==> config.mk <==
export PLATFORM = sky130hd
export DESIGN_NAME = literal_string_unescaper
export DESIGN_NICKNAME = d
export VERILOG_FILES = /design/src/hw/rtl/ls_unesc_pkg.sv /design/src/hw/rtl/literal_string_unescaper.sv
export VERILOG_INCLUDE_DIRS = /design/src /design/src/hw/rtl
export SDC_FILE = /design/constraint.sdc
export NUM_CORES = 1
export LEC_CHECK = 0
export BUFFER_PORTS_ARGS = -buffer_cell sky130_fd_sc_hd__buf_2
export CORE_MARGIN = 10
export CORE_UTILIZATION = 60
export CTS_CLUSTER_DIAMETER = 40
export DETAILED_ROUTE_END_ITERATION = 12
export PLACE_DENSITY = 0.77
export RECOVER_POWER = 25
export SYNTH_ARGS = -nofsm -noshare
export SYNTH_HDL_FRONTEND = slang
export SYNTH_SLANG_ARGS = --single-unit
export TNS_END_PERCENT = 50
==> constraint.sdc <==
create_clock -name clk -period 6.2 [get_ports clk]
set_clock_uncertainty 0.15 [all_clocks]
set_input_delay 0.62 -clock clk [delete_from_list [all_inputs] [get_ports clk]]
set_output_delay 0.62 -clock clk [all_outputs]
set_load 0.01 [all_outputs]
==> src/hw/rtl/assert_macros.svh <==
// Assertion macros for the RTL modules that carry checks.
// No dependencies; include with the bare file name.
`ifndef ASSERT_MACROS_SVH
`define ASSERT_MACROS_SVH

// Condition must hold in the same cycle as the trigger.
`define ASSERT_IMPLIES(label, clock, resetn, ante, cons) \
    label: assert property (@(posedge clock) disable iff (!(resetn)) (ante) |-> (cons)) \
        else $error("assertion failed: same-cycle implication");

// Condition must hold in the cycle after the trigger.
`define ASSERT_NEXT(label, clock, resetn, ante, cons) \
    label: assert property (@(posedge clock) disable iff (!(resetn)) (ante) |=> (cons)) \
        else $error("assertion failed: next-cycle implication");

`endif

==> src/hw/rtl/ls_unesc_pkg.sv <==
// Package for the literal string unescaper: character codes, result type
// and result queue sizing. No dependencies.
package ls_unesc_pkg;

    localparam int NEST_BITS  = 16;
    localparam int FIFO_DEPTH = 4;
    localparam int PTR_BITS   = $clog2(FIFO_DEPTH);
    localparam int CNT_BITS   = $clog2(FIFO_DEPTH + 1);

    localparam logic [7:0] CH_LPAREN = 8'h28;
    localparam logic [7:0] CH_RPAREN = 8'h29;
    localparam logic [7:0] CH_BSLASH = 8'h5C;
    localparam logic [7:0] CH_ZERO   = 8'h30;
    localparam logic [7:0] CH_SEVEN  = 8'h37;
    localparam logic [7:0] CH_LF     = 8'h0A;
    localparam logic [7:0] CH_CR     = 8'h0D;
    localparam logic [7:0] CH_TAB    = 8'h09;
    localparam logic [7:0] CH_BS     = 8'h08;
    localparam logic [7:0] CH_FF     = 8'h0C;
    localparam logic [7:0] CH_N      = 8'h6E;
    localparam logic [7:0] CH_R      = 8'h72;
    localparam logic [7:0] CH_T      = 8'h74;
    localparam logic [7:0] CH_B      = 8'h62;
    localparam logic [7:0] CH_F      = 8'h66;

    typedef struct packed {
        logic [7:0] out_byte;
        logic       byte_valid;
        logic       string_end;
        logic       end_kind;
        logic       run_last;
    } result_t;

endpackage

==> src/hw/rtl/literal_string_unescaper.sv <==
// Literal string unescaper: decodes a parenthesized, escaped byte string.
// Depends on ls_unesc_pkg and assert_macros.svh.
//
// Usage:
//   Input channel (in_valid/in_ready, in_byte, data_end) carries one raw byte
//   per request. While idle the block discards bytes until an opening
//   parenthesis, which opens a string. Inside the string it tracks nesting
//   depth, expands escapes and octal codes, and emits decoded bytes.
//   Output channel (out_valid/out_ready) carries one result per request:
//   out_byte/byte_valid, string_end with end_kind on the final result of a
//   string (0 closed, 1 input ran out), and run_last on the final result of
//   each input byte. One input byte yields zero, one or two results.
//   Path: a byte is captured in the input register, then the decode step writes
//   its results into the result queue, from which they are offered; the decode
//   step waits while the queue lacks room. Throughput: one byte per cycle while
//   the queue has room; two-result bytes are limited by the single-result
//   output port, which drains one result per cycle while out_ready is high.
//   A four-entry result queue decouples the two sides: the decode step
//   advances whenever at least two entries are free, so the input keeps
//   flowing while a finished result waits. When the receiver stalls the
//   queue fills and in_ready drops until room returns.
//   Reset: returns to idle with depth and octal state cleared, queue empty.
module literal_string_unescaper (
    input  logic       clk,
    input  logic       rst_n,
    input  logic       in_valid,
    output logic       in_ready,
    input  logic [7:0] in_byte,
    input  logic       data_end,
    output logic       out_valid,
    input  logic       out_ready,
    output logic [7:0] out_byte,
    output logic       byte_valid,
    output logic       string_end,
    output logic       end_kind,
    output logic       run_last
);
    import ls_unesc_pkg::*;

    `include "assert_macros.svh"

    typedef enum logic [2:0] {
        PH_IDLE,
        PH_BODY,
        PH_ESC,
        PH_CRLF,
        PH_OCT
    } phase_t;

    // Input register
    logic       in_valid_reg;
    logic [7:0] in_byte_reg;
    logic       data_end_reg;

    // Decoder state
    phase_t               phase_reg, phase_next;
    logic [NEST_BITS-1:0] depth_reg, depth_next;
    logic [8:0]           oct_val_reg, oct_val_next;
    logic [1:0]           oct_dig_reg, oct_dig_next;

    // Result queue
    result_t             fifo_mem [FIFO_DEPTH];
    logic [PTR_BITS-1:0] wr_ptr_reg, rd_ptr_reg;
    logic [CNT_BITS-1:0] count_reg;

    logic    advance;
    logic    pop;
    logic    [1:0] n_res;
    result_t res0, res1;

    assign advance  = in_valid_reg && (count_reg <= CNT_BITS'(FIFO_DEPTH - 2));
    assign in_ready = !in_valid_reg || advance;
    assign pop      = out_valid && out_ready;

    // Plain body byte: shared by body, line-continuation and octal-ending paths.
    logic                 c_is_oct;
    logic                 body_esc, body_close, body_emit;
    logic [NEST_BITS-1:0] depth_inc, depth_dec, body_depth;
    phase_t               body_phase;

    always_comb
    begin
        c_is_oct   = (in_byte_reg >= CH_ZERO) && (in_byte_reg <= CH_SEVEN);
        depth_inc  = (depth_reg != '1) ? depth_reg + 1'b1 : depth_reg;
        depth_dec  = (depth_reg != '0) ? depth_reg - 1'b1 : depth_reg;
        body_esc   = (in_byte_reg == CH_BSLASH) && !data_end_reg;
        body_close = (in_byte_reg == CH_RPAREN) && (depth_dec == '0);
        body_emit  = !body_esc && !body_close;
        body_phase = body_esc ? PH_ESC : PH_BODY;
        if (in_byte_reg == CH_LPAREN)
        begin
            body_depth = depth_inc;
        end
        else if (in_byte_reg == CH_RPAREN)
        begin
            body_depth = depth_dec;
        end
        else
        begin
            body_depth = depth_reg;
        end
    end

    // Decode step
    logic       pre_emit, main_emit, tail_emit;
    logic [7:0] main_byte;
    logic       end_closed, end_ranout, item_live;
    logic [1:0] dig_inc;
    logic [8:0] oct_shift;

    always_comb
    begin
        phase_next   = phase_reg;
        depth_next   = depth_reg;
        oct_val_next = oct_val_reg;
        oct_dig_next = oct_dig_reg;
        pre_emit     = 1'b0;
        main_emit    = 1'b0;
        main_byte    = in_byte_reg;
        end_closed   = 1'b0;
        item_live    = 1'b1;
        dig_inc      = oct_dig_reg + 2'd1;
        oct_shift    = {oct_val_reg[5:0], in_byte_reg[2:0]};

        unique case (phase_reg)
            PH_BODY:
            begin
                phase_next = body_phase;
                depth_next = body_depth;
                main_emit  = body_emit;
                end_closed = body_close && !body_esc;
            end
            PH_ESC:
            begin
                phase_next = PH_BODY;
                unique case (in_byte_reg)
                    CH_N:
                    begin
                        main_emit = 1'b1;
                        main_byte = CH_LF;
                    end
                    CH_R:
                    begin
                        main_emit = 1'b1;
                        main_byte = CH_CR;
                    end
                    CH_T:
                    begin
                        main_emit = 1'b1;
                        main_byte = CH_TAB;
                    end
                    CH_B:
                    begin
                        main_emit = 1'b1;
                        main_byte = CH_BS;
                    end
                    CH_F:
                    begin
                        main_emit = 1'b1;
                        main_byte = CH_FF;
                    end
                    CH_CR:
                    begin
                        phase_next = PH_CRLF;
                    end
                    CH_LF:
                    begin
                        phase_next = PH_BODY;
                    end
                    default:
                    begin
                        if (c_is_oct)
                        begin
                            oct_val_next = {6'd0, in_byte_reg[2:0]};
                            oct_dig_next = 2'd1;
                            phase_next   = PH_OCT;
                        end
                        else
                        begin
                            main_emit = 1'b1;
                        end
                    end
                endcase
            end
            PH_CRLF:
            begin
                if (in_byte_reg == CH_LF)
                begin
                    phase_next = PH_BODY;
                end
                else
                begin
                    phase_next = body_phase;
                    depth_next = body_depth;
                    main_emit  = body_emit;
                    end_closed = body_close && !body_esc;
                end
            end
            PH_OCT:
            begin
                if (c_is_oct)
                begin
                    // A third digit completes the code and flushes it at once.
                    if (dig_inc == 2'd3)
                    begin
                        main_emit    = 1'b1;
                        main_byte    = oct_shift[7:0];
                        oct_val_next = '0;
                        oct_dig_next = '0;
                        phase_next   = PH_BODY;
                    end
                    else
                    begin
                        oct_val_next = oct_shift;
                        oct_dig_next = dig_inc;
                    end
                end
                else
                begin
                    // Flush the pending code, then treat the byte as body text.
                    pre_emit     = 1'b1;
                    oct_val_next = '0;
                    oct_dig_next = '0;
                    phase_next   = body_phase;
                    depth_next   = body_depth;
                    main_emit    = body_emit;
                    end_closed   = body_close && !body_esc;
                end
            end
            default:
            begin
                if (in_byte_reg == CH_LPAREN)
                begin
                    depth_next   = NEST_BITS'(1);
                    oct_val_next = '0;
                    oct_dig_next = '0;
                    phase_next   = PH_BODY;
                end
                else
                begin
                    item_live = 1'b0;
                end
            end
        endcase

        end_ranout = item_live && !end_closed && data_end_reg;
        // Input ran out with an octal code still open: flush it.
        tail_emit  = end_ranout && (phase_next == PH_OCT);

        n_res = 2'(pre_emit) + 2'(main_emit) + 2'(tail_emit);

        res0 = '0;
        res1 = '0;
        if (pre_emit)
        begin
            res0.out_byte = oct_val_reg[7:0];
        end
        else if (main_emit)
        begin
            res0.out_byte = main_byte;
        end
        else
        begin
            res0.out_byte = oct_val_next[7:0];
        end
        res0.byte_valid = (n_res != 2'd0);
        res1.out_byte   = main_byte;
        res1.byte_valid = 1'b1;

        if (end_closed || end_ranout)
        begin
            if (n_res == 2'd0)
            begin
                n_res = 2'd1;
            end
            if (n_res == 2'd2)
            begin
                res1.string_end = 1'b1;
                res1.end_kind   = end_ranout;
            end
            else
            begin
                res0.string_end = 1'b1;
                res0.end_kind   = end_ranout;
            end
            phase_next   = PH_IDLE;
            depth_next   = '0;
            oct_val_next = '0;
            oct_dig_next = '0;
        end

        res0.run_last = (n_res == 2'd1);
        res1.run_last = 1'b1;
    end

    // Control state and decoder state
    always_ff @(posedge clk or negedge rst_n)
    begin
        if (!rst_n)
        begin
            in_valid_reg <= 1'b0;
            phase_reg    <= PH_IDLE;
            depth_reg    <= '0;
            oct_val_reg  <= '0;
            oct_dig_reg  <= '0;
            wr_ptr_reg   <= '0;
            rd_ptr_reg   <= '0;
            count_reg    <= '0;
        end
        else
        begin
            if (in_ready)
            begin
                in_valid_reg <= in_valid;
            end
            if (advance)
            begin
                phase_reg   <= phase_next;
                depth_reg   <= depth_next;
                oct_val_reg <= oct_val_next;
                oct_dig_reg <= oct_dig_next;
                wr_ptr_reg  <= wr_ptr_reg + PTR_BITS'(n_res);
            end
            if (pop)
            begin
                rd_ptr_reg <= rd_ptr_reg + 1'b1;
            end
            count_reg <= count_reg + (advance ? CNT_BITS'(n_res) : '0)
                         - CNT_BITS'(pop);
        end
    end

    // Payload: input register and result queue entries
    always_ff @(posedge clk)
    begin
        if (in_ready && in_valid)
        begin
            in_byte_reg  <= in_byte;
            data_end_reg <= data_end;
        end
        if (advance && (n_res != 2'd0))
        begin
            fifo_mem[wr_ptr_reg] <= res0;
        end
        if (advance && (n_res == 2'd2))
        begin
            fifo_mem[wr_ptr_reg + 1'b1] <= res1;
        end
    end

    assign out_valid  = (count_reg != '0);
    assign out_byte   = fifo_mem[rd_ptr_reg].out_byte;
    assign byte_valid = fifo_mem[rd_ptr_reg].byte_valid;
    assign string_end = fifo_mem[rd_ptr_reg].string_end;
    assign end_kind   = fifo_mem[rd_ptr_reg].end_kind;
    assign run_last   = fifo_mem[rd_ptr_reg].run_last;

    // Checks
    `ASSERT_IMPLIES(a_queue_bound, clk, rst_n, 1'b1,
        count_reg <= CNT_BITS'(FIFO_DEPTH))
    `ASSERT_IMPLIES(a_end_is_last, clk, rst_n, out_valid && string_end, run_last)
    `ASSERT_IMPLIES(a_idle_clear, clk, rst_n, phase_reg == PH_IDLE,
        depth_reg == '0 && oct_dig_reg == '0 && oct_val_reg == '0)
    `ASSERT_IMPLIES(a_oct_digits, clk, rst_n, phase_reg == PH_OCT,
        oct_dig_reg == 2'd1 || oct_dig_reg == 2'd2)
    `ASSERT_NEXT(a_end_returns_idle, clk, rst_n,
        advance && (end_closed || end_ranout), phase_reg == PH_IDLE)

endmodule

==> metrics.log <==
INFO  metric yosysWarningCount = 0
INFO  metric first_global_vias = 5243
INFO  metric cts_max_level = 3
INFO  metric critical_path_arrival = 5.55 ns
INFO  metric globalRouteMet2Util = 37.4%
INFO  metric setup_total_negative_slack = 0 ns
INFO  metric worst-path-max-fanout = 17
INFO  metric finish.cell_count_without_fillers = 818
INFO  metric synth_top_area_share = 23.2%
INFO  metric worstMarginPinSlew = 2.19 ns
INFO  metric synthesized_instance_count = 678
INFO  metric synth_cell_type_count = 80
INFO  metric detail_route.wirelength = 17900 um
INFO  metric cts-buffers-inserted = 9
INFO  metric num_rows = 37
INFO  metric postSynth.topFlopCell = sky130_fd_sc_hd__edfxtp_1
INFO  metric achievable_clock_frequency = 0.176 GHz
INFO  metric routed_via_density = 6.88
INFO  metric grt_first_pass_wirelength = 28500 um
INFO  metric ant_nets = 0
INFO  metric period_needed = 5.67 ns
INFO  metric p_leak = 0.00240 uW
INFO  metric layout_worst_path_cycle_share = 91.5%
INFO  metric fillers = 827
INFO  metric largest_register_ff_count = 48
INFO  metric synth-async-reset-ratio = 39.4%
INFO  metric yosys.cell_count.top_type = sky130_fd_sc_hd__nand2_1
INFO  metric slew_violations = 38
INFO  metric port-buffer-count = 26
INFO  metric worst_path_largest_cell_delay = 0.77 ns
INFO  metric clock_latency = 0.38 ns
INFO  metric cts.path.max_buffers = 2
INFO  metric pin_count_of_the_biggest_net_entering_global_routing = 38
INFO  metric n_antenna_cell = 0
INFO  metric setup.worst_path.class = flop to flop
INFO  metric antenna_violations_before_repair = 0
INFO  metric chipWidth = 123 um
INFO  metric dr_total_vias = 5627
INFO  metric num_clock_sinks = 94
INFO  metric grt_overflow_total = 0
INFO  metric hp-class = input pin to flop
INFO  metric clock_tree.root_cell = sky130_fd_sc_hd__clkbuf_8
INFO  metric final-hold-violation-count = 0
INFO  metric syn-cell-area = 6330 um^2
INFO  metric rsz0062_at_grt = false
INFO  metric drt_first_iter_violations = 671
INFO  metric grt.total_usage = 23.8%
INFO  metric cp_data_required_time = 6.08 ns
INFO  metric overall_die_area = 15100 um^2
INFO  metric synth_common_cells = sky130_fd_sc_hd__nand2_1 (72), sky130_fd_sc_hd__nor2_1 (51), sky130_fd_sc_hd__edfxtp_1 (49)
INFO  metric post_drt_wl_per_cell = 21.8 um
INFO  metric cell_type_of_the_slowest_stage_on_the_worst_timing_path = sky130_fd_sc_hd__fa_2
INFO  metric path_common_cell = sky130_fd_sc_hd__nand2_1
INFO  metric cap_viol_max_count = 1
INFO  metric mean_instance_size_in_the_synthesized_netlist = 9.34 um^2
INFO  metric drt_pass1_iterations = 5
INFO  metric dp.cells = 802
INFO  metric tritoncts = yes
INFO  metric vdd_drop_max = 0.211 mV
INFO  metric critical_path.top_delay_family = simple AND/OR/NAND/NOR gates
INFO  metric timing.critical_path.to_type = flop
INFO  metric synth.area.top_cells = sky130_fd_sc_hd__edfxtp_1 (23%), sky130_fd_sc_hd__dfrtp_1 (15%), sky130_fd_sc_hd__nand2_1 (4.3%)
INFO  metric setup_viol = 0
INFO  metric yosys_register_bits = 94
INFO  metric postCtsSetupRepairBufs = 0
INFO  metric finalWeightedCongestion = 0.943
INFO  metric crit_chain = inv_1 > ha_1 > or3b_1 > nor4_2 > a21oi_1 > o211ai_1 > nand4b_1 > o21ai_0 > or3_1 > fa_2 > nand2_1 > o211ai_2 > nand2_1
INFO  metric coreArea = 10300 um^2
INFO  metric startpoint_type = flop
INFO  metric io-pin-count = 27
INFO  metric drc = 0
INFO  metric grt.met1_usage = 32.3%
INFO  metric power.density_cell_area = 303 nW/um^2
INFO  metric count_of_flip_flops_with_a_built_in_enable_after_synthesis = 49
INFO  metric layout.nets = 698
INFO  metric start_util = 61.4%
INFO  metric fin_total_pwr = 2030 uW
INFO  metric yosys.area.top_type = sky130_fd_sc_hd__edfxtp_1
INFO  metric syn2layout_area_growth = 5.45%
INFO  metric global_route.peak_usage_layer = met2
INFO  metric run_status = finished, violations left
INFO  metric post_synthesis_sequential_area_ratio = 40.4%
INFO  metric cts.clk_slew.worst_paths = 0.11 ns
INFO  metric slew_headroom = -45.8%
INFO  metric layout-drive-gt1-share = 13.9%
INFO  metric floorplan.die.height = 123 um
INFO  metric gr-usage-met3 = 3.72%
INFO  metric timing.critical_path.buf_inv = 1
INFO  metric dp_hpwl = 12900 um
INFO  metric synth_fp_nets = 699
INFO  metric violations_in_the_final_reports = capacitance limit, slew limit
[path summary, 6_finish.rpt]
check	startpoint	endpoint	slack [ns]	depth (start not counted)
max in group asynchronous	rst_n	oct_val_reg[2]	3.92	1
setup reg to reg	depth_reg[0]	fifo_mem[1][11]	0.53	13
hold reg to reg	oct_dig_reg[1]	oct_dig_reg[1]	0.37	1
setup / recovery	depth_reg[0]	fifo_mem[1][11]	0.53	13
hold / removal	in_byte[0]	in_byte_reg[0]	0.27	1
min in group asynchronous	rst_n	depth_reg[6]	0.71	1
[cells by family (layout without fill, tap and decap cells)]
family / Yosys count / in the layout / synth area share (%)
buffers and inverters: 66 / 70 / 4.74
adder cells (fa/ha/maj): 8 / 8 / 1.82
XOR/XNOR: 7 / 7 / 0.968
AND/OR/NAND/NOR: 274 / 274 / 23.3
flip-flops: 94 / 94 / 40.4
AO/OA/AOI/OAI: 211 / 211 / 23.6
multiplexers: 18 / 18 / 5.22
[final cells by class]
type | instances | area [um^2] | area share (%)
Clock buffer | 9 | 124 | 1.85
Clock inverter | 7 | 77.6 | 1.16
Inverter | 18 | 67.6 | 1.01
Multi-Input combinational cell | 518 | 3480 | 52.1
Sequential cell | 94 | 2560 | 38.3
Tap cell | 136 | 170 | 2.55
Timing Repair Buffer | 36 | 204 | 3.05
[metrics by stage]
step | instance area (um^2) | worst slack (ns) | util [%] | hold WS, ns
floorplan | 6330 | 1.02 | - | 0.174
global placement | 6480 | 0.732 | 62.7 | 0.341
detailed placement | 6480 | 0.464 | 62.7 | 0.349
CTS | 6680 | 0.430 | 64.7 | 0.234
global route | 6680 | 0.161 | 64.7 | 0.250
finish | 6680 | 0.529 | 64.7 | 0.269
[placed cells by master, fill, tap and decap left out, types with 8 or more instances in the layout]
| cell type | n |
|---|---|
| sky130_fd_sc_hd__or3_1 | 11 |
| sky130_fd_sc_hd__edfxtp_1 | 49 |
| sky130_fd_sc_hd__o22ai_1 | 12 |
| sky130_fd_sc_hd__dfrtp_1 | 37 |
| sky130_fd_sc_hd__nor2_1 | 51 |
| sky130_fd_sc_hd__nand2_1 | 72 |
| sky130_fd_sc_hd__a21oi_1 | 38 |
| sky130_fd_sc_hd__and2_1 | 8 |
| sky130_fd_sc_hd__a31oi_1 | 12 |
| sky130_fd_sc_hd__a22o_1 | 15 |
| sky130_fd_sc_hd__nand3_1 | 15 |
| sky130_fd_sc_hd__a32o_1 | 10 |
| sky130_fd_sc_hd__mux4_2 | 12 |
| sky130_fd_sc_hd__buf_2 | 25 |
| sky130_fd_sc_hd__nor3_1 | 26 |
| sky130_fd_sc_hd__nor2b_1 | 11 |
| sky130_fd_sc_hd__o31ai_1 | 17 |
| sky130_fd_sc_hd__nand2b_1 | 9 |
| sky130_fd_sc_hd__dfxtp_1 | 8 |
| sky130_fd_sc_hd__o211ai_1 | 8 |
| sky130_fd_sc_hd__clkbuf_8 | 9 |
| sky130_fd_sc_hd__inv_1 | 18 |
| sky130_fd_sc_hd__buf_4 | 10 |
| sky130_fd_sc_hd__nand4_1 | 10 |
| sky130_fd_sc_hd__o21ai_0 | 44 |
[repair_timing]
| item | CTS | global route |
|---|---|---|
| hold buffers | 0 | 0 |
| gates resized for setup | 0 | 1 |
| setup endpoints to repair | 0 | 20 |
[report_power, final]
| group | internal [uW] | switching, uW | leakage (uW) |
|---|---|---|---|
| logic | 286 | 436 | 0.00133 |
| clock network | 193 | 247 | 0.000106 |
| registers | 721 | 144 | 0.000962 |
[per-layer routing]
metal | vias to the layer above | part of all wire, %
met5 | - | 0
met4 | 0 | 2.7
met3 | 56 | 7.8
met2 | 308 | 47
met1 | 2666 | 43
li1 | 2597 | -
Note: power is estimated with default switching activity, not from simulation.
